**src/fmp_pkg.sv**
```systemverilog
// package: types, microcode and constants for the fibonacci matrix power block
`timescale 1ns / 1ps

package fmp_pkg;

  localparam int INDEX_BITS_DEF = 8;
  localparam int VALUE_BITS_DEF = 32;

  typedef enum logic [2:0] {
    ST_IDLE = 3'b001,
    ST_RUN  = 3'b010,
    ST_HOLD = 3'b100
  } state_t;

  typedef enum logic [1:0] {
    MUL_AA,
    MUL_BB,
    MUL_DD,
    MUL_BS
  } mul_sel_t;

  typedef enum logic [1:0] {
    TMP_HOLD,
    TMP_LOAD,
    TMP_ADD
  } tmp_op_t;

  typedef enum logic [1:0] {
    SEQ_NEXT,
    SEQ_BIT,
    SEQ_LOOP
  } seq_op_t;

  typedef struct packed {
    mul_sel_t mul_sel;
    logic     ld_p;
    tmp_op_t  t0_op;
    tmp_op_t  t1_op;
    logic     ld_s;
    logic     wr_sq;
    logic     wr_base;
    seq_op_t  seq;
  } uword_t;

  localparam int UPC_BITS = 3;

  localparam uword_t UW_IDLE = '{MUL_AA, 1'b0, TMP_HOLD, TMP_HOLD, 1'b0, 1'b0, 1'b0, SEQ_LOOP};

  // squaring of the symmetric power [[a,b],[b,d]], then optional multiply by the base
  function automatic uword_t ucode_at(input logic [UPC_BITS-1:0] upc);
    uword_t w;
    w = UW_IDLE;
    unique case (upc)
      3'd0: w = '{MUL_AA, 1'b1, TMP_HOLD, TMP_HOLD, 1'b1, 1'b0, 1'b0, SEQ_NEXT};
      3'd1: w = '{MUL_BB, 1'b1, TMP_LOAD, TMP_HOLD, 1'b0, 1'b0, 1'b0, SEQ_NEXT};
      3'd2: w = '{MUL_DD, 1'b1, TMP_ADD,  TMP_LOAD, 1'b0, 1'b0, 1'b0, SEQ_NEXT};
      3'd3: w = '{MUL_BS, 1'b1, TMP_HOLD, TMP_ADD,  1'b0, 1'b0, 1'b0, SEQ_NEXT};
      3'd4: w = '{MUL_AA, 1'b0, TMP_HOLD, TMP_HOLD, 1'b0, 1'b1, 1'b0, SEQ_BIT};
      3'd5: w = '{MUL_AA, 1'b0, TMP_HOLD, TMP_HOLD, 1'b0, 1'b0, 1'b1, SEQ_LOOP};
      default: w = UW_IDLE;
    endcase
    return w;
  endfunction

  // smallest index whose true fibonacci number needs more than vbits bits
  function automatic int first_too_big(input int vbits);
    logic [67:0] a;
    logic [67:0] b;
    logic [67:0] c;
    logic [67:0] lim;
    int          res;
    logic        found;
    a     = '0;
    b     = 68'd1;
    lim   = (68'd1 << vbits) - 68'd1;
    res   = 0;
    found = 1'b0;
    for (int i = 0; i < 128; i++) begin
      if (!found && (a > lim)) begin
        res   = i;
        found = 1'b1;
      end
      c = a + b;
      a = b;
      b = c;
    end
    return res;
  endfunction

endpackage

```
**src/fmp_if.sv**
```systemverilog
// channel interfaces: index input and fibonacci result output
`timescale 1ns / 1ps

interface fmp_in_if #(
  parameter int INDEX_BITS = 8
);
  logic                  valid;
  logic                  ready;
  logic [INDEX_BITS-1:0] index;

  modport source (output valid, output index, input ready);
  modport sink (input valid, input index, output ready);
endinterface

interface fmp_out_if #(
  parameter int VALUE_BITS = 32
);
  logic                  valid;
  logic                  ready;
  logic [VALUE_BITS-1:0] value;
  logic                  overflow;

  modport source (output valid, output value, output overflow, input ready);
  modport sink (input valid, input value, input overflow, output ready);
endinterface

```
**src/fibonacci_matrix_power.sv**
```systemverilog
// top level: fibonacci number by microcoded matrix square-and-multiply
// Usage: an item on in_chan carries an index n; its result then appears on
// out_chan with F(n) modulo 2^VALUE_BITS and an overflow flag that is set
// when the true F(n) needs more than VALUE_BITS bits. Both channels use a
// valid/ready handshake. One index is in work at a time; in_chan.ready is
// high while the engine is idle. The engine walks the bits of n-1 below the
// leading one, each taking a squaring on a single shared multiplier plus a
// multiply by the base when the bit is set; for n below 3 there is no walk.
// A finished result sits in an output register, so a new index is taken
// while it waits; if the receiver stalls, the next result is held in the
// engine until the output register frees. Reset (rst_n low, synchronous)
// empties the engine and the output register.
`timescale 1ns / 1ps

module fibonacci_matrix_power #(
  parameter int INDEX_BITS = fmp_pkg::INDEX_BITS_DEF,
  parameter int VALUE_BITS = fmp_pkg::VALUE_BITS_DEF
) (
  input  logic          clk,
  input  logic          rst_n,
  fmp_in_if.sink        in_chan,
  fmp_out_if.source     out_chan
);
  import fmp_pkg::*;

  localparam int BW  = (INDEX_BITS > 1) ? $clog2(INDEX_BITS) : 1;
  localparam int CW  = INDEX_BITS + 8;
  localparam logic [CW-1:0] OVF_THRESH = CW'(first_too_big(VALUE_BITS));

  state_t                state_r;
  state_t                state_nxt;
  logic [UPC_BITS-1:0]   upc_r;
  logic [BW-1:0]         bidx_r;
  logic [INDEX_BITS-1:0] exp_r;
  logic                  zero_r;
  logic                  ovf_r;

  logic [VALUE_BITS-1:0] a_r;
  logic [VALUE_BITS-1:0] b_r;
  logic [VALUE_BITS-1:0] d_r;
  logic [VALUE_BITS-1:0] s_r;
  logic [VALUE_BITS-1:0] p_r;
  logic [VALUE_BITS-1:0] t0_r;
  logic [VALUE_BITS-1:0] t1_r;

  logic                  out_valid_r;
  logic [VALUE_BITS-1:0] out_value_r;
  logic                  out_ovf_r;

  uword_t                uw;
  logic                  in_acc;
  logic [INDEX_BITS-1:0] exp_in;
  logic [BW-1:0]         top_in;
  logic                  start_run;
  logic                  ovf_in;
  logic [VALUE_BITS-1:0] op_x;
  logic [VALUE_BITS-1:0] op_y;
  logic [2*VALUE_BITS-1:0] prod_full;
  logic                  cur_bit;
  logic                  loop_end;
  logic                  take_bit;
  logic                  out_free;

  assign in_chan.ready     = (state_r == ST_IDLE);
  assign in_acc            = in_chan.valid && in_chan.ready;
  assign out_chan.valid    = out_valid_r;
  assign out_chan.value    = out_value_r;
  assign out_chan.overflow = out_ovf_r;
  assign out_free          = !out_valid_r || out_chan.ready;

  // exponent and its leading one
  assign exp_in = in_chan.index - INDEX_BITS'(1);
  always_comb begin
    top_in = '0;
    for (int i = 0; i < INDEX_BITS; i++) begin
      if (exp_in[i]) top_in = BW'(i);
    end
  end
  assign start_run = (in_chan.index != '0) && (top_in != '0);
  assign ovf_in    = ({{(CW-INDEX_BITS){1'b0}}, in_chan.index} >= OVF_THRESH);

  assign uw = ucode_at(upc_r);

  always_comb begin
    unique case (uw.mul_sel)
      MUL_AA: begin
        op_x = a_r;
        op_y = a_r;
      end
      MUL_BB: begin
        op_x = b_r;
        op_y = b_r;
      end
      MUL_DD: begin
        op_x = d_r;
        op_y = d_r;
      end
      MUL_BS: begin
        op_x = b_r;
        op_y = s_r;
      end
      default: begin
        op_x = a_r;
        op_y = a_r;
      end
    endcase
  end
  assign prod_full = op_x * op_y;

  assign cur_bit  = exp_r[bidx_r];
  assign take_bit = (uw.seq == SEQ_BIT) && cur_bit;
  assign loop_end = (state_r == ST_RUN) && !take_bit &&
                    ((uw.seq == SEQ_BIT) || (uw.seq == SEQ_LOOP)) && (bidx_r == '0);

  always_comb begin
    state_nxt = state_r;
    unique case (state_r)
      ST_IDLE: if (in_acc) state_nxt = start_run ? ST_RUN : ST_HOLD;
      ST_RUN:  if (loop_end) state_nxt = ST_HOLD;
      ST_HOLD: if (out_free) state_nxt = ST_IDLE;
      default: state_nxt = ST_IDLE;
    endcase
  end

  // control
  always_ff @(posedge clk) begin
    if (!rst_n) begin
      state_r     <= ST_IDLE;
      upc_r       <= '0;
      bidx_r      <= '0;
      out_valid_r <= 1'b0;
    end else begin
      state_r <= state_nxt;
      if (in_acc) begin
        upc_r  <= '0;
        bidx_r <= top_in - BW'(1);
      end else if (state_r == ST_RUN) begin
        priority if (take_bit) begin
          upc_r <= upc_r + UPC_BITS'(1);
        end else if ((uw.seq == SEQ_BIT) || (uw.seq == SEQ_LOOP)) begin
          upc_r <= '0;
          if (bidx_r != '0) bidx_r <= bidx_r - BW'(1);
        end else begin
          upc_r <= upc_r + UPC_BITS'(1);
        end
      end
      if (state_r == ST_HOLD && out_free) begin
        out_valid_r <= 1'b1;
      end else if (out_chan.ready) begin
        out_valid_r <= 1'b0;
      end
    end
  end

  // datapath
  always_ff @(posedge clk) begin
    if (in_acc) begin
      a_r    <= VALUE_BITS'(1);
      b_r    <= VALUE_BITS'(1);
      d_r    <= '0;
      exp_r  <= exp_in;
      zero_r <= (in_chan.index == '0);
      ovf_r  <= ovf_in;
    end else if (state_r == ST_RUN) begin
      if (uw.ld_p) p_r <= prod_full[VALUE_BITS-1:0];
      if (uw.ld_s) s_r <= a_r + d_r;
      unique case (uw.t0_op)
        TMP_LOAD: t0_r <= p_r;
        TMP_ADD:  t0_r <= t0_r + p_r;
        default:  t0_r <= t0_r;
      endcase
      unique case (uw.t1_op)
        TMP_LOAD: t1_r <= p_r;
        TMP_ADD:  t1_r <= t1_r + p_r;
        default:  t1_r <= t1_r;
      endcase
      if (uw.wr_sq) begin
        a_r <= t0_r;
        b_r <= p_r;
        d_r <= t1_r;
      end else if (uw.wr_base) begin
        a_r <= a_r + b_r;
        b_r <= a_r;
        d_r <= b_r;
      end
    end
    if (state_r == ST_HOLD && out_free) begin
      out_value_r <= zero_r ? '0 : a_r;
      out_ovf_r   <= ovf_r;
    end
  end

endmodule

```
**src/flat_wrapper.sv**
```systemverilog
// flat-port wrapper written by rule: the top's interface ports become plain ports
module fibonacci_matrix_power_flat import fmp_pkg::*;
#(
  parameter int INDEX_BITS = fmp_pkg::INDEX_BITS_DEF,
  parameter int VALUE_BITS = fmp_pkg::VALUE_BITS_DEF
)
  (clk, rst_n, in_chan_valid, in_chan_index, in_chan_ready, out_chan_valid, out_chan_value, out_chan_overflow, out_chan_ready);
  fmp_in_if #(.INDEX_BITS(INDEX_BITS)) in_chan_i ();
  fmp_out_if #(.VALUE_BITS(VALUE_BITS)) out_chan_i ();
  input  logic clk;
  input  logic rst_n;
  input wire logic [$bits(in_chan_i.valid)-1:0] in_chan_valid;
  input wire logic [$bits(in_chan_i.index)-1:0] in_chan_index;
  output wire logic [$bits(in_chan_i.ready)-1:0] in_chan_ready;
  output wire logic [$bits(out_chan_i.valid)-1:0] out_chan_valid;
  output wire logic [$bits(out_chan_i.value)-1:0] out_chan_value;
  output wire logic [$bits(out_chan_i.overflow)-1:0] out_chan_overflow;
  input wire logic [$bits(out_chan_i.ready)-1:0] out_chan_ready;
  assign in_chan_i.valid = in_chan_valid;
  assign in_chan_i.index = in_chan_index;
  assign in_chan_ready = in_chan_i.ready;
  assign out_chan_valid = out_chan_i.valid;
  assign out_chan_value = out_chan_i.value;
  assign out_chan_overflow = out_chan_i.overflow;
  assign out_chan_i.ready = out_chan_ready;
  fibonacci_matrix_power #(.INDEX_BITS(INDEX_BITS), .VALUE_BITS(VALUE_BITS)) u_core (.clk(clk), .rst_n(rst_n), .in_chan(in_chan_i), .out_chan(out_chan_i));
endmodule
```
**config.mk**
```make
export PLATFORM = sky130hd
export DESIGN_NAME = fibonacci_matrix_power_flat
export DESIGN_NICKNAME = d
export VERILOG_FILES = /design/src/fmp_pkg.sv /design/src/fmp_if.sv /design/src/fibonacci_matrix_power.sv /design/src/flat_wrapper.sv
export SDC_FILE = /design/constraint.sdc
export NUM_CORES = 2
export LEC_CHECK = 0
export ABC_CLOCK_PERIOD_IN_PS = 11300
export BUFFER_PORTS_ARGS = -buffer_cell sky130_fd_sc_hd__buf_4
export CORE_ASPECT_RATIO = 1.25
export CORE_MARGIN = 2
export CORE_UTILIZATION = 35
export CTS_CLUSTER_DIAMETER = 200
export DETAILED_ROUTE_END_ITERATION = 8
export GPL_ROUTABILITY_DRIVEN = 0
export PLACE_DENSITY = 0.56
export SLEW_MARGIN = 0
export SYNTH_ARGS = -nofsm -noshare
export SYNTH_HDL_FRONTEND = slang
export SYNTH_SLANG_ARGS = --single-unit
export TNS_END_PERCENT = 100
```
**constraint.sdc**
```tcl
create_clock -name clk -period 11.3 [get_ports clk]
set_input_delay 1.13 -clock clk [delete_from_list [all_inputs] [get_ports clk]]
set_output_delay 1.13 -clock clk [all_outputs]
set_load 0.03 [all_outputs]
```
* After elaboration in Yosys (flattened, before gate mapping)
Cells that the tools add are included.
W data, S select, Z words.
** Storage, ports and cells
- Register bits after elaboration :: 277
- Bits of input ports :: 12
- Output and inout bits :: 35
** Cells by class
- $add $sub $neg :: 8
- Multiply operators :: 1
- $lt $le $gt $ge :: 2
- Equality and inequality tests :: 21
- Multiplexer cells :: 34
- Bitwise logic cells :: 2
- Reduce and logical (&&, ||, !) cells :: 34
** Operators with widths (count)
- $mux W32 :: 6
- $add A32 B32 Y32 :: 4
- $pmux W32 S2 :: 2
- $pmux W32 S4 :: 1
- $pmux W32 S3 :: 1
- $pmux W12 S6 :: 1
- $mux W3 :: 15
- $mul A32 B32 Y32 :: 1
- $reduce_and A3 Y1 :: 5
- $reduce_bool A2 Y1 :: 7
- $eq A2 B2 Y1 const B :: 5
- $eq A3 B2 Y1 const B :: 3
- $eq A3 B3 Y1 const B :: 3
- $pmux W3 S3 :: 1
- $eq A2 B1 Y1 const B :: 4
- $ge A8 B6 Y1 const B :: 1
- $logic_not A8 Y1 :: 1
- $reduce_bool A8 Y1 :: 1
- $sub A8 B1 Y8 const B :: 1
- $logic_and A1 B1 Y1 :: 7
- $eq A3 B1 Y1 const B :: 2
- $logic_not A3 Y1 :: 2
- $ne A2 B1 Y1 const B :: 3
- $reduce_bool A3 Y1 :: 2
- other kinds (14) :: 23

* Logic depth before layout (Yosys ltp)
- Depth after elaboration :: 13
- Mapped depth :: 40
- Mapped depth without buffers :: 33

* Least setup slack after synthesis
Ideal clock, no wire load.
- Kind :: register to register
- From :: reg u_core.upc_r[1]
- To :: reg u_core.p_r[31], data pin
- Arrival time :: 9.187 ns
- Data required time :: 11.041 ns
- Slack :: 1.853 ns
- Stages on the path, launching flop included :: 40
- Clock period less this slack :: 9.447 ns
- Path through :: dfxtp_1 > buf_4 > clkbuf_1 > inv_1 > ha_1 > and2b_4 > buf_6 > inv_4 > nand2b_4 > buf_6 > buf_6 > buf_6 > clkbuf_1 > a21o_1 > clkbuf_1 > buf_1 > nor2_1 > fa_1 > [4 not listed] > inv_1 > fa_1 > inv_1 > fa_1 > inv_1 > fa_1 > fa_1 > ha_1 > or2_1 > a2111oi_0 > o41ai_1 > or3_1 > a31oi_1 > o211ai_1 > a221oi_1 > o21ai_0 > a21oi_1 > xnor2_1
** On the way
- Word-level cells in the longest chain between the ends :: 6
- Elaborated cells on any way between the ends :: 15
- Those cells by class :: 1 x mul; 8 x eq/ne; 3 x mux; 3 x reduce/logical
** RTL lines
- from (decl) :: RTL line fibonacci_matrix_power.sv:32 : logic [UPC_BITS-1:0] upc_r;
- from (signal assigned) :: RTL line fibonacci_matrix_power.sv:139 : upc_r <= upc_r + UPC_BITS'(1);
- from (signal assigned) :: RTL line fibonacci_matrix_power.sv:144 : upc_r <= upc_r + UPC_BITS'(1);
- $eq A3 B3 Y1, or another cell as far along :: RTL line fmp_pkg.sv:53 : unique case (upc)
- $pmux W12 S6 * :: RTL line fmp_pkg.sv:53
- $eq A2 B1 Y1 or $eq A2 B2 Y1 (tied branches) :: RTL line fibonacci_matrix_power.sv:85 : unique case (uw.mul_sel)
- $reduce_or A2 Y1 (no line)
- $pmux W32 S3 :: RTL line fibonacci_matrix_power.sv:85
- $mul A32 B32 Y32 * :: RTL line fibonacci_matrix_power.sv:108 : assign prod_full = op_x * op_y;
- net u_core.prod_full[31] :: RTL line fibonacci_matrix_power.sv:58 : logic [2*VALUE_BITS-1:0] prod_full;
- to (signal assigned) :: RTL line fibonacci_matrix_power.sv:165 : if (uw.ld_p) p_r <= prod_full[VALUE_BITS-1:0];
- to (decl) :: RTL line fibonacci_matrix_power.sv:42 : logic [VALUE_BITS-1:0] p_r;
Mark *: on every way through the listed nets, which the timed path passes. The rest lies on a longest branch.
A chain may end at the register's enable or synchronous reset.

* Worst setup path after layout
Same ends and word-level chain as after synthesis.

==> out/qor.csv <==
stage;metric;value;unit
sta;# setup viols final;0;
synthesis;Yosys cell types;88;
global_route;initial antenna violation count;2;
floorplan;cell row count;127;
synthesis;Cells after Synth;3787;
setup_path;FF-to-FF setup slack;0.89;ns
synthesis;Post-Syn Area per Cell;9.00;µm²
floorplan;Ports;47;
synthesis;Cell Area, Synth;34100;µm²
power_and_ir_drop;pwr/cell area;61.6;nW/µm²
clocking;Clock Pin Slew Worst Setup and Hold Paths;0.07;ns
detailed_routing;Routed Wire Length;113000;µm
cells_and_area;P&R area growth vs syn;7.75;%
worst_hold_path;HP Class;reg2reg;
clocking;htree depth;1;
cells_and_area;most frequent cells in the layout;nor2_1 (474), inv_1 (450), nand2_1 (420), fa_1 (412), ha_1 (255);
setup_path;Slowest-stage cell, CP;a221oi_1;
setup_path;Arr. time, crit path;10.75;ns
clocking;number of buffers created by CTS;28;
setup_path;most used cell, CP;fa_1;
power_and_ir_drop;VDD IR max;0.108;mV
synthesis;register bit total from synthesis;277;
clocking;Clock Path Buffers;3;
synthesis;Syn. warnings;0;
global_route;remaining global-route overflow;0;
clocking;CTS tree;built;
detailed_routing;initial DRC count;1830;
detailed_routing;Via Count;27300;
placed_design;input/output buffers;46;
synthesis;async set or reset register ratio after synthesis;0;%
cells_and_area;share of layout cells above drive strength 1;7.52;%
synthesis;EDFF count, synth;171;
sta;RSZ-0062 raised after global routing;false;
sta;FMAX;96.1;MHz
setup_path;Worst Setup End Kind;flop;
sta;setup TNS;0;ns
sta;period utilization;92.1;%
setup_path;CP startpoint kind;flop;
clocking;clock sinks;277;
cells_and_area;fillers;9927;
clocking;Hold Buf Count CTS;0;
placed_design;post-detail-place hpwl;90400;µm
global_route;GRT Overall Usage;22.2;%
floorplan;die height;353;µm
cells_and_area;final core utilization;38.1;%
floorplan;core area;96300;µm²
setup_path;worst path required time;11.65;ns
detailed_routing;Pre-antenna DRT Iters;6;
setup_path;CP peak stage delay;0.71;ns
sta;Worst slew margin;20.8;%
clocking;post-CTS setup buffers;0;
floorplan;Initial Util;35.4;%
sta;max-slew violations;0;
setup_path;crit path kind;reg2reg;
clocking;Clock Latency Late Sink;0.60;ns
sta;endpoints failing hold;0;
clocking;Root Driver;clkbuf_16;
detailed_routing;Wirelength per Cell;22.2;µm
detailed_routing;DRC;0;
synthesis;syn nets;4467;
cells_and_area;Multi-input gate area;24400;µm²
cells_and_area;most common cell after layout, fill and taps aside;nor2_1;
power_and_ir_drop;Leak;15.6;nW
synthesis;register area share after synthesis;21.3;%
global_route;first-pass GRT wire length;170000;µm
detailed_routing;detailed-route vias per instance;5.39;
cells_and_area;register area;7260;µm²
sta;Layout Skew;0.0274;ns
clocking;cts repair resizes;0;
detailed_routing;Detail Route Antenna Nets;0;
global_route;number of global-route vias before repair;27900;
sta;Tmin final;10.41;ns
job;MaxCap Viol Count;0;
setup_path;Max Fanout on Critical Path;27;
floorplan;DIE AREA;99900;µm²
run_status;outcome;completed;
floorplan;Die Wd;283;µm
cells_and_area;Final Net Count;4434;
global_route;largest net degree at the start of global routing;86;
synthesis;Post-synth top flop;edfxtp_1;
sta;Least-Margin Pin Slew;1.18;ns
[critical path, delay by kind of cell (launching register included)]
family,cells,cell delay (ns)
buf+inv,5,0.35
flops,1,0.42
xor+xnor,1,0.09
fa+ha+maj,10,4.49
compound gates,8,2.92
simple gates,6,1.83
[registers in the layout, summed over array words and instances, names as in the netlist]
register,cells
u_core.p_r,32
u_core.b_r,32
u_core.t0_r,32
u_core.ovf_r,1
u_core.out_chan.value,32
u_core.s_r,32
u_core.exp_r,8
u_core.a_r,32
u_core.t1_r,32
u_core.out_chan.valid,1
u_core.out_chan.overflow,1
u_core.d_r,32
u_core.state_r,3
u_core.upc_r,3
u_core.bidx_r,3
u_core.zero_r,1
[cell type report]
class / count / area share (%)
multi-input cells: 2884 / 66.5
clock inverters: 12 / 0.252
diodes: 1 / 0.00681
repair buffers: 111 / 2.27
flip-flops and latches: 277 / 19.8
well taps: 1290 / 4.40
clock buffers: 40 / 2.20
inverters: 452 / 4.63
[routing by layer]
metal	track usage, %	share of wire [%]
met1	27.0	40
met2	39.4	50
met3	1.76	4.8
met4	10.7	5.4
met5	0	0.0080
[power by group]
part	internal [mW]	switching (mW)	total (mW)
logic	0.0716	0.150	0.221
clock network	0.519	0.433	0.952
registers	1.08	0.0118	1.09
[final timing paths]
| kind | from | to | cells after the start |
|---|---|---|---|
| max | u_core.upc_r[1]$_SDFFE_PP0P_ | u_core.p_r[31]$_DFFE_PP_ | 30 |
| max reg2reg | u_core.upc_r[1]$_SDFFE_PP0P_ | u_core.p_r[31]$_DFFE_PP_ | 30 |
| min reg2reg | u_core.ovf_r$_DFFE_PP_ | u_core.out_chan.overflow$_DFFE_PP_ | 0 |
| min | u_core.ovf_r$_DFFE_PP_ | u_core.out_chan.overflow$_DFFE_PP_ | 0 |
[kinds of logic (layout without fill, tap and decap cells)]
family	after synthesis	after routing	synth area share, %
compound gates	653	653	13.3
other cells	0	1	0
fa+ha+maj	668	668	33.6
buf+inv	626	615	7.29
xor+xnor	197	197	5.21
flops	277	277	21.3
simple gates	1314	1314	17.6
mux	52	52	1.72
[cells in the mapped netlist (67+ instances only)]
cell type    n  area [µm²]
ha_1       256        3200
xnor2_1    149        1310
fa_1       412        8250
edfxtp_1   171        5130
clkbuf_1   141         529
a21o_1      80         601
nor3_1     107         536
nor3b_1     67         503
dfxtp_1    106        2120
inv_1      451        1690
a211oi_1    81         608
nand2_1    421        1580
o21ai_0    102         510
a21oi_1    152         761
nor2_1     477        1790
[stage by stage]
| stage | setup WS, ns | hold slack, ns | cell area [µm²] | total power, mW | cells |
|---|---|---|---|---|---|
| 6_report | 0.895 | 0.461 | 36700 | 2.26 | 5067 |
| 5_1_grt | 0.441 | 0.462 | 36700 | 2.33 | 5066 |
| 4_1_cts | 0.945 | 0.448 | 36700 | 2.28 | 5066 |
| 3_5_place_dp | 0.965 | 0.410 | 35800 | 1.33 | 5014 |
| 3_3_place_gp | 1.00 | 0.430 | 35800 | 1.33 | 5014 |
| 2_1_floorplan | 1.85 | 0.400 | 34100 | 1.25 | 3787 |
No activity file was read; power rests on OpenSTA's default activity.
